<file path="src/rtl/core/lpm_pkg.sv">
// Types, codes and constants shared by the latency percentile monitor
package lpm_pkg;

	typedef enum logic [1:0] {
		CMD_PLANNER  = 2'd0,
		CMD_EXECUTOR = 2'd1,
		CMD_QUERY    = 2'd2,
		CMD_NONE     = 2'd3
	} cmd_t;

	localparam logic REG_DEADLINE = 1'b0;
	localparam logic REG_TARGET   = 1'b1;

	localparam logic [31:0] DEADLINE_RESET = 32'd700;
	localparam logic [31:0] TARGET_RESET   = 32'd600;
	localparam logic [6:0]  PCT_MAX        = 7'd100;

	// floor(x / 100) as (x * RECIP_MULT) >> RECIP_SHIFT, exact for x below 2**PROD_W
	localparam int               PROD_W      = 20;
	localparam logic [PROD_W-1:0] RECIP_MULT = 20'd671089;
	localparam int               RECIP_SHIFT = 26;

	typedef struct packed {
		cmd_t        cmd;
		logic [31:0] sample;
		logic [31:0] qage;
		logic        wsel;
		logic [6:0]  pct;
	} item_t;

	typedef struct packed {
		logic [31:0] planner_peak;
		logic [31:0] executor_peak;
		logic [31:0] queue_age_peak;
		logic [31:0] planner_deadline_misses;
		logic [31:0] planner_target_misses;
		logic [31:0] executor_deadline_misses;
		logic [31:0] executor_target_misses;
		logic [31:0] queue_deadline_misses;
		logic [31:0] queue_target_misses;
	} stats_t;

	typedef enum logic [2:0] {
		ST_CLEAR,
		ST_IDLE,
		ST_RANK,
		ST_SCAN,
		ST_DRAIN,
		ST_DECIDE,
		ST_FINISH
	} state_t;

	function automatic logic [31:0] sat_inc(input logic [31:0] c, input logic hit);
		return (hit && (c != 32'hFFFF_FFFF)) ? c + 32'd1 : c;
	endfunction

endpackage

</file>
<file path="src/rtl/core/lpm_front.sv">
// Input handshake, command decode and percent clamp
module lpm_front (
	input  logic               in_valid,
	output logic               in_ready,
	input  logic [1:0]         command,
	input  logic [31:0]        sample_us,
	input  logic [31:0]        queue_wait_us,
	input  logic               window_select,
	input  logic [6:0]         percent,
	input  logic               busy,
	input  logic               q_full,
	output logic               push,
	output lpm_pkg::item_t     item
);

	assign in_ready = !q_full && !busy;
	assign push     = in_valid && in_ready;

	always_comb begin
		item.cmd    = lpm_pkg::cmd_t'(command);
		item.sample = sample_us;
		item.qage   = queue_wait_us;
		item.wsel   = window_select;
		item.pct    = (percent > lpm_pkg::PCT_MAX) ? lpm_pkg::PCT_MAX : percent;
	end

endmodule

</file>
<file path="config.mk">
export PLATFORM = sky130hd
export DESIGN_NAME = lpm_front
export DESIGN_NICKNAME = d
export VERILOG_FILES = /design/src/rtl/core/lpm_pkg.sv /design/src/rtl/core/lpm_front.sv
export SDC_FILE = /design/constraint.sdc
export NUM_CORES = 1
export LEC_CHECK = 0
export BUFFER_PORTS_ARGS = -buffer_cell sky130_fd_sc_hd__buf_2
export CELL_PAD_IN_SITES_DETAIL_PLACEMENT = 1
export CELL_PAD_IN_SITES_GLOBAL_PLACEMENT = 1
export CORE_MARGIN = 8
export CORE_UTILIZATION = 11
export DETAILED_ROUTE_END_ITERATION = 10
export PLACE_DENSITY = 0.88
export SLEW_MARGIN = 40
export SYNTH_ARGS = -nofsm -noshare
export SYNTH_HDL_FRONTEND = slang
export SYNTH_SLANG_ARGS = --single-unit
export TNS_END_PERCENT = 1
</file>
<file path="constraint.sdc">
create_clock -name vclk -period 1.6
set_clock_uncertainty 0.05 [all_clocks]
set_input_delay 0.16 -clock vclk [all_inputs]
set_output_delay 0.16 -clock vclk [all_outputs]
set_load 0.01 [all_outputs]
</file>
* Word level (Yosys, flattened, before mapping)
Cells that the tools add are included.
Cells by class: order comparisons 1, divide/modulo/power cells 0, equality and inequality tests 0, shift operators 0, muxes and demuxes 1, multipliers 0, reduce and logical (&&, ||, !) cells 4, bitwise gates (word level) 0, add/subtract/negate cells 0
Operators by type and width (count):
- $gt A7 B7 Y1 const B | 1
- $mux W7 | 1
- $logic_and A1 B1 Y1 | 2
- $logic_not A1 Y1 | 2
Storage, ports and cells: output and inout bits 76, flip-flop bits (word level) 0, memories kept 0, bits in read-only memories 0, bits of input ports 77, bits in latches 0, memory bits (writable) 0, logic and storage cells 6

* Logic depth before layout (Yosys ltp)
depth in word-level cells 3, gate-level depth with buffers 2, depth with buffers taken out 2

* Worst setup path after synthesis
OpenSTA, ideal clock, no wires.
path type input to output, start point in percent[4], end point out item[0] (netlist name), required time 1.390 ns, slack 0.764 ns, data arrival time 0.626 ns, stages on the path 2, buffers on the path 0, path through o311ai_1 -> and2_1
RTL lines:
- from (decl) | RTL line lpm_front.sv:9 | input logic [6:0] percent,
- to (decl) | RTL line lpm_front.sv:13 | output lpm_pkg::item_t item

==> flow_summary.toml <==
[sta]
final.min_clock_period_ns = 1.06
max_clock_freq_mhz = 939
rsz0062_at_grt = "false"
worst_pin_slew_ns = 0.266
hold_violations = 0
tns_ns = 0
relSlewSlack = 0.820
slew_violations = 0
finalSetupViolations = 0
min_period_over_period = 0.665

[synthesis]
yosys.area.top_type_share = 0.882
syn-num-nets = 156
synth_area_leaders = "buf_4 88%, and2_1 4.4%, o311ai_1 1.5%"
yosysWarningCount = 0
yosysTopAreaCell = "buf_4"
ys_types = 8
mappedNetlistArea_um2 = 571
synth.avg_cell_area_um2 = 7.22
synthCells = 79
yosysSeqAreaShare = 0

[route]
detail-route-antenna-nets = 0
first_pass_iters = 2
drcViolationCount = 0
totalWireLength_mm = 1.31
initialDrtViolationCount = 1
vias = 250
drt-wirelength-per-cell_um = 13.3
viasPerCell = 2.53

[final_layout]
drive_gt1_frac = 0.690
final_cell_mix = "19 x buf_2, 4 x and2_1, 2 x nor2_1"
regArea_um2 = 0
nNetsFinal = 108
stdcell_count = 99
syn_to_final_growth_pct = -57.5
layout_commonest_cell = "buf_2"
fill_cells = 612
n_antenna_cell = 0
nClkBuffers = 0
seq_cells = 0

[floorplan]
die_w_um = 88.0
rows = 26
dieArea_mm2 = 0.00775
core-area_mm2 = 0.00504
die_h_um = 88.0
ios = 153
initial_utilization = 0.113

[global_route]
grt_usage = 0.0263
grt_max_degree = 4
grt-ovfl-total = 0
grt_first_pass_wirelength_mm = 1.57
grt_pass1_vias = 263
antenna_found_initial = 0

[hold_path]
hold_path.class = "in -> out"
hold_end = "item[43]"
min_from = "sample_us[3]"
holdPathStages = 0

[job]
cap_violations = 0

[clocking]
ctsResizeCount = 0
holdBufCountCts = 0
postCtsSetupRepairBufs = 0

[power]
power_density_mw_per_mm2 = 191
power.leakage_uw = 0.000101
peakVddDrop_mv = 0.0194

[place]
dp_cells = 99
io_buffers = 19
gp_congestion = 0.742

[worst_setup_path]
cp_data_required_time_ns = 1.39
path_class = "in -> out"
start_kind = "primary input"
worstPathMaxFanout = 3
worstSetupEndpointType = "output port"
cp.arrival_ns = 0.85

[outcome]
status = "completed"
[per-stage QoR]
step	instance area, um2	setup slack [ns]	power [uW]	hold WS, ns	utilization
2_1_floorplan	571	0.764	192	0.317	-
3_3_place_gp	243	0.546	45.8	0.270	0.0481
3_5_place_dp	243	0.530	47.6	0.270	0.0481
4_1_cts	243	0.530	47.7	0.270	0.0481
5_1_grt	243	0.488	50.7	0.270	0.0481
6_report	243	0.535	46.4	0.270	0.0481
[worst max path at each step]
| stage | from | endpoint | slack, ns | cells past startpoint |
|---|---|---|---|---|
| after floorplan | percent[4] | item[0] | 0.76 | 2 |
| after global placement | percent[4] | item[0] | 0.55 | 4 |
| after detailed placement | percent[4] | item[1] | 0.53 | 4 |
| after CTS | percent[4] | item[1] | 0.53 | 4 |
| after global routing | percent[4] | item[0] | 0.49 | 4 |
| final | percent[4] | item[1] | 0.54 | 4 |
[area by class of cell]
cell class	count	area, um2	area share
timing repair buffer	19	95.1	0.392
multi-input combinational	10	60.1	0.247
tap	70	87.6	0.361
[synth_stat cells]
library cell and number:
and2_1 4, nand2_1 1, buf_4 67, o21bai_1 1, and2_2 1, clkbuf_1 2, nor2_1 2, o311ai_1 1
[kinds of logic (layout without fill, tap and decap cells)]
family / after synthesis / after routing / share of synthesized area
buffers and inverters: 69 / 19 / 0.895
AND/OR/NAND/NOR: 8 / 8 / 0.0768
AO/OA/AOI/OAI: 2 / 2 / 0.0285
[layer usage]
layer | up-vias | track usage | part of all wire
met3 | 38 | 0.0394 | 0.35
met1 | 80 | 0.00743 | 0.14
met4 | 0 | 0.0614 | 0.20
li1 | 72 | - | -
met5 | - | 0 | 0
met2 | 60 | 0.0280 | 0.32
[power breakdown]
part / switching, uW / total, uW / leakage (uW) / internal, uW
clock: 0 / 0 / 0 / 0
sequential: 0 / 0 / 0 / 0
combinational: 22.7 / 46.4 / 0.000101 / 23.7
total: 22.7 / 46.4 / 0.000101 / 23.7
[critical path, stage by stage]
cell and delay (ns):
buf_2 0.11, o311ai_1 0.30, and2_1 0.16, buf_2 0.12
Note: power is estimated with default switching activity, not from simulation.
