`src/rtl/core/lpm_pkg.sv`:
```
// Types, codes and constants shared by the latency percentile monitor
package lpm_pkg;

	typedef enum logic [1:0] {
		CMD_PLANNER  = 2'd0,
		CMD_EXECUTOR = 2'd1,
		CMD_QUERY    = 2'd2,
		CMD_NONE     = 2'd3
	} cmd_t;

	localparam logic REG_DEADLINE = 1'b0;
	localparam logic REG_TARGET   = 1'b1;

	localparam logic [31:0] DEADLINE_RESET = 32'd700;
	localparam logic [31:0] TARGET_RESET   = 32'd600;
	localparam logic [6:0]  PCT_MAX        = 7'd100;

	// floor(x / 100) as (x * RECIP_MULT) >> RECIP_SHIFT, exact for x below 2**PROD_W
	localparam int               PROD_W      = 20;
	localparam logic [PROD_W-1:0] RECIP_MULT = 20'd671089;
	localparam int               RECIP_SHIFT = 26;

	typedef struct packed {
		cmd_t        cmd;
		logic [31:0] sample;
		logic [31:0] qage;
		logic        wsel;
		logic [6:0]  pct;
	} item_t;

	typedef struct packed {
		logic [31:0] planner_peak;
		logic [31:0] executor_peak;
		logic [31:0] queue_age_peak;
		logic [31:0] planner_deadline_misses;
		logic [31:0] planner_target_misses;
		logic [31:0] executor_deadline_misses;
		logic [31:0] executor_target_misses;
		logic [31:0] queue_deadline_misses;
		logic [31:0] queue_target_misses;
	} stats_t;

	typedef enum logic [2:0] {
		ST_CLEAR,
		ST_IDLE,
		ST_RANK,
		ST_SCAN,
		ST_DRAIN,
		ST_DECIDE,
		ST_FINISH
	} state_t;

	function automatic logic [31:0] sat_inc(input logic [31:0] c, input logic hit);
		return (hit && (c != 32'hFFFF_FFFF)) ? c + 32'd1 : c;
	endfunction

endpackage

```
`src/rtl/core/lpm_queue.sv`:
```
// Two-entry item queue between front and back
module lpm_queue (
	input  logic           clk,
	input  logic           arst_n,
	input  logic           push,
	input  lpm_pkg::item_t push_item,
	input  logic           pop,
	output logic           q_valid,
	output logic           q_full,
	output lpm_pkg::item_t q_item
);

	lpm_pkg::item_t entry_q [2];
	logic           wr_q;
	logic           rd_q;
	logic [1:0]     level_q;

	assign q_valid = (level_q != 2'd0);
	assign q_full  = (level_q == 2'd2);
	assign q_item  = entry_q[rd_q];

	always_ff @(posedge clk) begin
		if (push) begin
			entry_q[wr_q] <= push_item;
		end
	end

	always_ff @(posedge clk or negedge arst_n) begin
		if (!arst_n) begin
			wr_q    <= 1'b0;
			rd_q    <= 1'b0;
			level_q <= 2'd0;
		end else begin
			if (push) begin
				wr_q <= !wr_q;
			end
			if (pop) begin
				rd_q <= !rd_q;
			end
			case ({push, pop})
				2'b10:   level_q <= level_q + 2'd1;
				2'b01:   level_q <= level_q - 2'd1;
				default: level_q <= level_q;
			endcase
		end
	end

endmodule

```
`config.mk`:
```
export PLATFORM = sky130hd
export DESIGN_NAME = lpm_queue
export DESIGN_NICKNAME = d
export VERILOG_FILES = /design/src/rtl/core/lpm_pkg.sv /design/src/rtl/core/lpm_queue.sv
export SDC_FILE = /design/constraint.sdc
export NUM_CORES = 1
export LEC_CHECK = 0
export ABC_AREA = 1
export CAP_MARGIN = 20
export CORE_ASPECT_RATIO = 0.75
export CORE_MARGIN = 2
export CORE_UTILIZATION = 38
export CTS_BUF_LIST = sky130_fd_sc_hd__clkbuf_8
export DETAILED_ROUTE_END_ITERATION = 16
export DONT_BUFFER_PORTS = 1
export PLACE_DENSITY_LB_ADDON = 0.15
export RECOVER_POWER = 100
export REMOVE_ABC_BUFFERS = 1
export SETUP_SLACK_MARGIN = 0.05
export SYNTH_ARGS = -nofsm -noshare
export SYNTH_HDL_FRONTEND = slang
export SYNTH_SLANG_ARGS = --single-unit
export TNS_END_PERCENT = 1
```
`constraint.sdc`:
```
create_clock -name clk -period 11.3 [get_ports clk]
set_input_delay 2.26 -clock clk [delete_from_list [all_inputs] [get_ports clk]]
set_output_delay 2.26 -clock clk [all_outputs]
set_load 0.05 [all_outputs]
```
## Word level (Yosys, flattened, before mapping)

Memories as Yosys holds them, arrays and structs flattened.
Cells that the tools add are included.

| operators by class | value |
|---|---|
| multiply operators | 0 |
| div/mod/pow operators | 0 |
| mux-type cells | 3 |
| shift operators | 0 |
| equality and inequality tests | 3 |
| magnitude comparators | 0 |
| add/sub/neg operators | 2 |
| bitwise operators | 0 |
| reductions and logical operators | 4 |

Operators with widths:

| kind | number |
|---|---|
| 2-bit == test (second input constant) | 2 |
| 2-bit case mux with 2 select lines | 1 |
| 2-bit nonzero test | 2 |
| 2-bit by 1-bit adder with 2-bit output (second input constant) | 1 |
| 2-bit by 1-bit == test with 1-bit output (second input constant) | 1 |
| 1-bit logical NOT | 2 |
| 1-bit two-way mux | 2 |
| 2-bit by 1-bit subtractor with 2-bit output (second input constant) | 1 |

| word-level totals | value |
|---|---|
| input bits | 78 |
| memory bits (writable) | 148 |
| bits in read-only memories | 0 |
| output and inout bits | 76 |
| bits in latches | 0 |
| bits in registers | 4 |
| memories kept | 1 |
| word-level logic and storage cells | 16 |

Memory list:

| memory | words | width | rd ports | clocked after memory_dff | write ports | RTL line | source |
|---|---|---|---|---|---|---|---|
| entry_q | 2 | 74 | 1 | 0 | 1 | lpm_queue.sv:13 | `lpm_pkg::item_t entry_q [2];` |

## Depth between registers and ports, before layout

Gate-level depths: netlist (run 1).

| depth | value |
|---|---|
| depth after elaboration | 2 |
| mapped depth | 7 |
| depth with buffers taken out | 7 |

## Least setup slack after synthesis (run 1)

OpenSTA, ideal clock, no wires.

| path | value |
|---|---|
| kind | input port to flip-flop |
| start point | input port push |
| end point | memory entry_q[0][0] in the netlist's numbering, enable pin |
| buffers on the path | 0 |
| arrival time | 5.421 ns |
| stages on the path | 2 |
| setup time | 0.509 ns |
| path slack | 5.370 ns |
| required time | 10.791 ns |
| path through | inv_1 nor2_1 |

| between the ends | value |
|---|---|
| cells in the longest elaborated chain, start to end | 2 |

Ends and longest elaborated chain:

| element | RTL line | source |
|---|---|---|
| from (decl) | lpm_queue.sv:5 | `input logic push,` |
| 1-bit two-way mux | lpm_queue.sv:23 | `if (push) begin` |
| 1-bit two-way mux (implied by the code) | lpm_queue.sv:24 | `entry_q[wr_q] <= push_item;` |
| to (decl) | lpm_queue.sv:13 |  |

No other way between the ends.

## Final worst setup path (run 1)

| path | value |
|---|---|
| start point | input port push |
| end point | memory entry_q[0][66] in the netlist's numbering, enable pin |

Same word-level chain as after synthesis.

==> results.txt, run 1 <==
----------------------------------------------------
[Placed design]
  Hpwl dp ... approximately 6300 µm
  Final weighted congestion in routability-driven placement ... roughly 0.7
  Pre-CTS setup slack ... between 6000 and 7000 ps
  PortBufs ... 0

[Timing]
  Setup total negative slack ... 0 ps
  Max Transition Viols Final ... 248
  Final setup slack of the worst path ... 5350 ps
  Final setup viols ... 0
  Max Freq ... 168 MHz
  Final hold violations ... 0
  Unrepaired setup endpoints after global routing ... no
  Worst rel slew slack ... -50.2%
  Clock Skews ... approximately 7.7 ps
  Final worst-path cycle share ... a little over half
  Shortest period the worst path allows ... between 5000 and 6000 ps
  Slew at the pin closest to its max-slew limit ... around 2300 ps

[Clocking]
  Clock tree from TritonCTS ... done
  Clock sink total ... 152
  Number of buffers inserted during clock tree synthesis ... 17
  Cts-stage hold buffer count ... 0
  CTS-repair resized insts ... 0
  Clk Tree Root Cell ... clkbuf_8
  Clock transition at the registers of the reported paths ... about 70 ps
  Setup Buffers After CTS ... 0
  Clock insertion delay at the later pin of the skew report ... 430 ps
  Bufs on Longest Clock Path ... 2
  CTS H-Tree Depth ... 4

[Logic synthesis]
  Number of instances in the synthesized netlist ... 410
  Per-instance average area after synthesis ... ~14 µm²
  Netlist area before placement ... 5670 µm²
  Count of distinct cell types in the synthesized netlist ... 14
  Sequential share of the synthesized area ... 80.1%
  Synthesis-stage register bit count ... ~150
  Ys Warns ... 0

[Die]
  Vertical die dimension ... 110 µm
  Top-level I/O count ... 154
  Core area ... about 15000 µm²
  Die width ... ~150 µm
  DIE AREA ... around 16000 µm²
  Starting utilization of the core area ... around two fifths
  Row cnt ... 38

[Detailed routing]
  Number of DRC violations after detailed-routing iteration 0 ... between 100 and 150
  Drt via density ... ~4.4
  Number of iterations in the first detailed-routing pass ... 4
  Total length of routed wires ... between 9000 and 10000 µm
  Remaining antenna violation count ... 0
  Average wire length per cell after detail routing ... ~16 µm
  Drt drc ... 0
  Vias after detailed routing ... 2775

[GRT]
  Total grt overflow ... 0
  Vias in the first global route ... 2750
  Overall track demand over capacity in global routing ... approximately an eighth
  Maximum number of pins on one net before global-route repair ... 79
  First-pass GRT wire length ... between 10000 and 15000 µm
  Number of antenna violations at the first check in global routing ... 0

[Worst setup path]
  Peak fanout along the critical path ... 38
  CP Capture Type ... flip-flop
  Crit path launch type ... primary input
  Worst Path Required ... roughly 11000 ps
  Worst reg-to-reg path cell count ... 3
  Crit Path Class ... in -> reg
  Arrival time at the worst endpoint ... just under 6000 ps

[Layout]
  Ant diodes ... 0
  Area used by sequential logic in the layout ... between 4000 and 5000 µm²
  Most frequent cells in the layout ... 148 x edfxtp_1, 83 x inv_1, 80 x nand2_1
  Area used by multi-input combinational logic ... ~730 µm²
  Proportion of layout cells with a drive suffix above 1 ... between 5 and 6%
  Filler cell count ... approximately 1.4k
  NumNets Final ... 496
  Final standard cell utilization of the core ... between 40% and 50%
  Leading cell type in the layout, fill and taps excluded ... edfxtp_1
  Synth-to-layout area growth ... 7.94%

[Flow run]
  Number of max-capacitance violations reported ... 75

[Status]
  Violations in the final reports ... max-capacitance violations, max-slew violations
  Status ... finished with violations

[Min path]
  Worst min-delay path category ... reg -> reg
  Instance count along the most critical hold path ... 2

----------------------------------------------------
[per-stage QoR]
stage | instance area, µm² | cells | hold slack, ps
6_report | 6120 | 625 | 475
5_1_grt | 6120 | 625 | 522
4_1_cts | 6160 | 625 | 478
3_5_place_dp | 5880 | 598 | 460
3_3_place_gp | 5860 | 597 | 453
2_1_floorplan | 5570 | 394 | 442
[state kept, by name, summed over array words and instances, names as in the netlist]
| register | cells |
|---|---|
| wr_q | 1 |
| entry_q | 148 |
| level_q | 2 |
| rd_q | 1 |
[per-layer routing]
| metal | GRT usage [%] | vias to the layer above | wire [µm] |
|---|---|---|---|
| li1 | - | 1384 | - |
| met1 | 14.4 | 1269 | 4030 |
| met2 | 17.8 | 115 | 4090 |
| met3 | 10.9 | 7 | 1570 |
| met4 | 4.83 | 0 | 70 |
| met5 | 0 | - | 0 |
[final cells by class]
class,instances,area share [%]
clock buffer,17,3.82
clock inverter,10,0.776
multi-input combinational,162,11.9
inverter,80,4.92
sequential,152,74.2
timing repair buffer,4,0.306
tap,200,4.09
[synth_stat cells]
library cell | number | area, µm²
nor2_1 | 2 | 7.51
clkbuf_1 | 3 | 11.3
o21ai_0 | 74 | 370
xnor2_1 | 1 | 8.76
ha_1 | 1 | 12.5
nand2_1 | 80 | 300
xor2_1 | 2 | 17.5
buf_4 | 10 | 75.1
inv_1 | 80 | 300
nand3_1 | 1 | 5.00
dfrtp_1 | 4 | 100
buf_2 | 3 | 15.0
nand4_1 | 1 | 6.26
edfxtp_1 | 148 | 4440
[cells by family (layout without fill, tap and decap cells)]
kind of cell / Yosys count / count (layout) / synth area share, %
DFF: 152 / 152 / 80.1
buffers and inverters: 96 / 111 / 7.08
and+or+nand+nor: 84 / 84 / 5.62
AOI/OAI and AO/OA: 74 / 74 / 6.53
xor gates and xnor gates: 3 / 3 / 0.463
adders and majority gates: 1 / 1 / 0.220
[worst paths after layout]
| kind | slack [ps] | endpoint | from |
|---|---|---|---|
| max reg2reg | 6790 | entry_q[0][66] | wr_q |
| min in group asynchronous | 1520 | level_q[0] | arst_n |
| min | 470 | level_q[1] | level_q[1] |
| min reg2reg | 470 | level_q[1] | level_q[1] |
| max in group asynchronous | 9710 | wr_q | arst_n |
| max | 5350 | entry_q[0][66] | push |
[critical path, stage by stage]
cell	delay, ps
inv_1	30
nor2_1	810
clkbuf_1	1110
clkbuf_1	1670
Power of run 1 is left out: the tool's default activity adds up to more than one toggle a clock period on the data nets, which glitch-free logic cannot reach.
==> inputs of run 2 (changes only) <==
==> constraint.sdc (replaced) <==
create_clock -name clk -period 6.1 [get_ports clk]
set_input_delay 1.22 -clock clk [delete_from_list [all_inputs] [get_ports clk]]
set_output_delay 1.22 -clock clk [all_outputs]
set_load 0.05 [all_outputs]
==> run 2 against run 1 <==
  * Critical endpoint is now q_item[9]
  * Global-route usage shrank 0.14 points
  * Non-clock buffer count unchanged
  * The run still ends with max-capacitance violations, max-slew violations left
  * Clock skew down 0.93 ps
==> results.txt, run 2 (same netlist as run 1, synthesis figures left out) <==
----------------------------------------------------
[Status]
  Status ... finished with violations
  Violations in the final reports ... max-capacitance violations, max-slew violations

[Detailed routing]
  Number of DRC violations after detailed-routing iteration 0 ... 87
  Number of iterations in the first detailed-routing pass ... 4
  Average wire length per cell after detail routing ... around 15 µm
  Drt drc ... 0
  Remaining antenna violation count ... 0
  Total length of routed wires ... between 9000 and 10000 µm
  Drt via density ... ~4.5
  Vias after detailed routing ... 2811

[Clocking]
  Clock insertion delay at the later pin of the skew report ... approximately 430 ps
  CTS H-Tree Depth ... 4
  Clock sink total ... 152
  Clock transition at the registers of the reported paths ... 80 ps
  Bufs on Longest Clock Path ... 2
  Setup Buffers After CTS ... 0
  CTS-repair resized insts ... 0
  Clk Tree Root Cell ... clkbuf_8
  Clock tree from TritonCTS ... done
  Number of buffers inserted during clock tree synthesis ... 17
  Cts-stage hold buffer count ... 0

[Worst setup path]
  Arrival time at the worst endpoint ... ~3500 ps
  Largest incremental delay on the critical path ... 1530 ps
  CP Capture Type ... primary output
  Crit path launch type ... flip-flop
  Crit Path Class ... reg -> out
  CP Buf/Inv Count ... 1
  Cell family contributing the most delay on the critical path ... compound AO/OA/AOI/OAI gates
  Reg2Reg Setup Slack ... between 1500 and 2000 ps
  Peak fanout along the critical path ... 78
  Slowest stage cell on the critical path ... o21ai_0
  Critical path, cell by cell ... clkbuf_2 > o21ai_0
  Worst Path Required ... about 4900 ps

[Timing]
  Setup total negative slack ... 0 ps
  Final setup viols ... 0
  Final worst-path cycle share ... between 70% and 80%
  Max Freq ... roughly 210 MHz
  Max Transition Viols Final ... 210
  Slew at the pin closest to its max-slew limit ... 2200 ps
  Clock Skews ... approximately 6.7 ps
  Shortest period the worst path allows ... approximately 4700 ps
  Worst rel slew slack ... -46.4%
  Final hold violations ... 0
  Unrepaired setup endpoints after global routing ... no

[Die]
  Starting utilization of the core area ... roughly two fifths
  Top-level I/O count ... 154
  Vertical die dimension ... ~110 µm
  Row cnt ... 38
  Core area ... between 10000 and 15000 µm²
  DIE AREA ... around 16000 µm²
  Die width ... 145 µm

[Layout]
  Proportion of layout cells with a drive suffix above 1 ... between 7 and 8%
  Synth-to-layout area growth ... 11.2%
  Flip-flop count of the largest register, all copies and words added ... ~150
  Largest registers in the final layout ... entry_q: 148 flops, level_q: 2 flops
  Ant diodes ... 0
  Leading cell type in the layout, fill and taps excluded ... edfxtp_1
  NumNets Final ... about 500
  Most frequent cells in the layout ... 148 x edfxtp_1, 80 x nand2_1, 79 x inv_1
  Most flops, register ... entry_q
  Filler cell count ... between 1k and 1.5k

[Placed design]
  Final weighted congestion in routability-driven placement ... 0.721
  PortBufs ... 0
  Hpwl dp ... just over 6000 µm

[GRT]
  Maximum number of pins on one net before global-route repair ... between 70 and 80
  Overall track demand over capacity in global routing ... about an eighth
  Number of antenna violations at the first check in global routing ... 0
  Total grt overflow ... 0
  First-pass GRT wire length ... 15000 µm
  Vias in the first global route ... ~2.8k

[Flow run]
  Number of max-capacitance violations reported ... 77

[Min path]
  Worst min-delay path category ... in -> async

----------------------------------------------------
-- run 2: cell count changes in the layout (fill, tap and decap cells not counted), moves of 3 or more --
| cell | delta |
|---|---|
| clkinv_1 | +4 |
| clkinv_2 | -3 |
| bufinv_16 | +6 |
| inv_1 | -4 |
-- run 2: worst reg2reg max path, stage by stage (launching register included) --
cell	delay [ps]
dfrtp_1	410
nor2_1	400
clkbuf_1	1360
clkbuf_1	1670
-- run 2: final timing paths --
check | start | to | depth (start not counted)
max | rd_q | q_item[9] | 2
min | arst_n | rd_q | 0
max reg2reg | wr_q | entry_q[0][70] | 3
min reg2reg | level_q[1] | level_q[1] | 2
max in group asynchronous | arst_n | rd_q | 0
min in group clk | level_q[1] | level_q[1] | 2
-- run 2: layout make-up --
type                       count  area (µm²)  area share, %
clock buffer                  17         234           3.71
clock inverter                15         230           3.65
inverter                      80         302           4.78
multi-input combinational    162         728           11.5
sequential                   152        4550           72.1
tap                          200         250           3.97
timing repair buffer           4        16.3          0.258
-- run 2: metrics by stage --
step | instances | area (µm²) | util (%) | hold WS, ps | setup WS (ps)
6_report | 630 | 6310 | 43.4 | 477 | 1370
5_1_grt | 630 | 6310 | 43.4 | 414 | 970
4_1_cts | 629 | 6320 | 43.5 | 435 | 2050
3_5_place_dp | 597 | 5860 | 40.3 | 473 | 2550
3_3_place_gp | 597 | 5860 | 40.3 | 453 | 2600
2_1_floorplan | 394 | 5570 | - | 442 | 1210
-- run 2: per-layer routing --
layer  track usage, %  part of all wire [%]  vias up
met1             14.5                    40     1299
li1                 -                     -     1391
met5                0                     0        -
met4             3.78                  0.87        0
met3             10.2                    15        6
met2             18.2                    44      115
Power of run 2 is left out for the same reason.
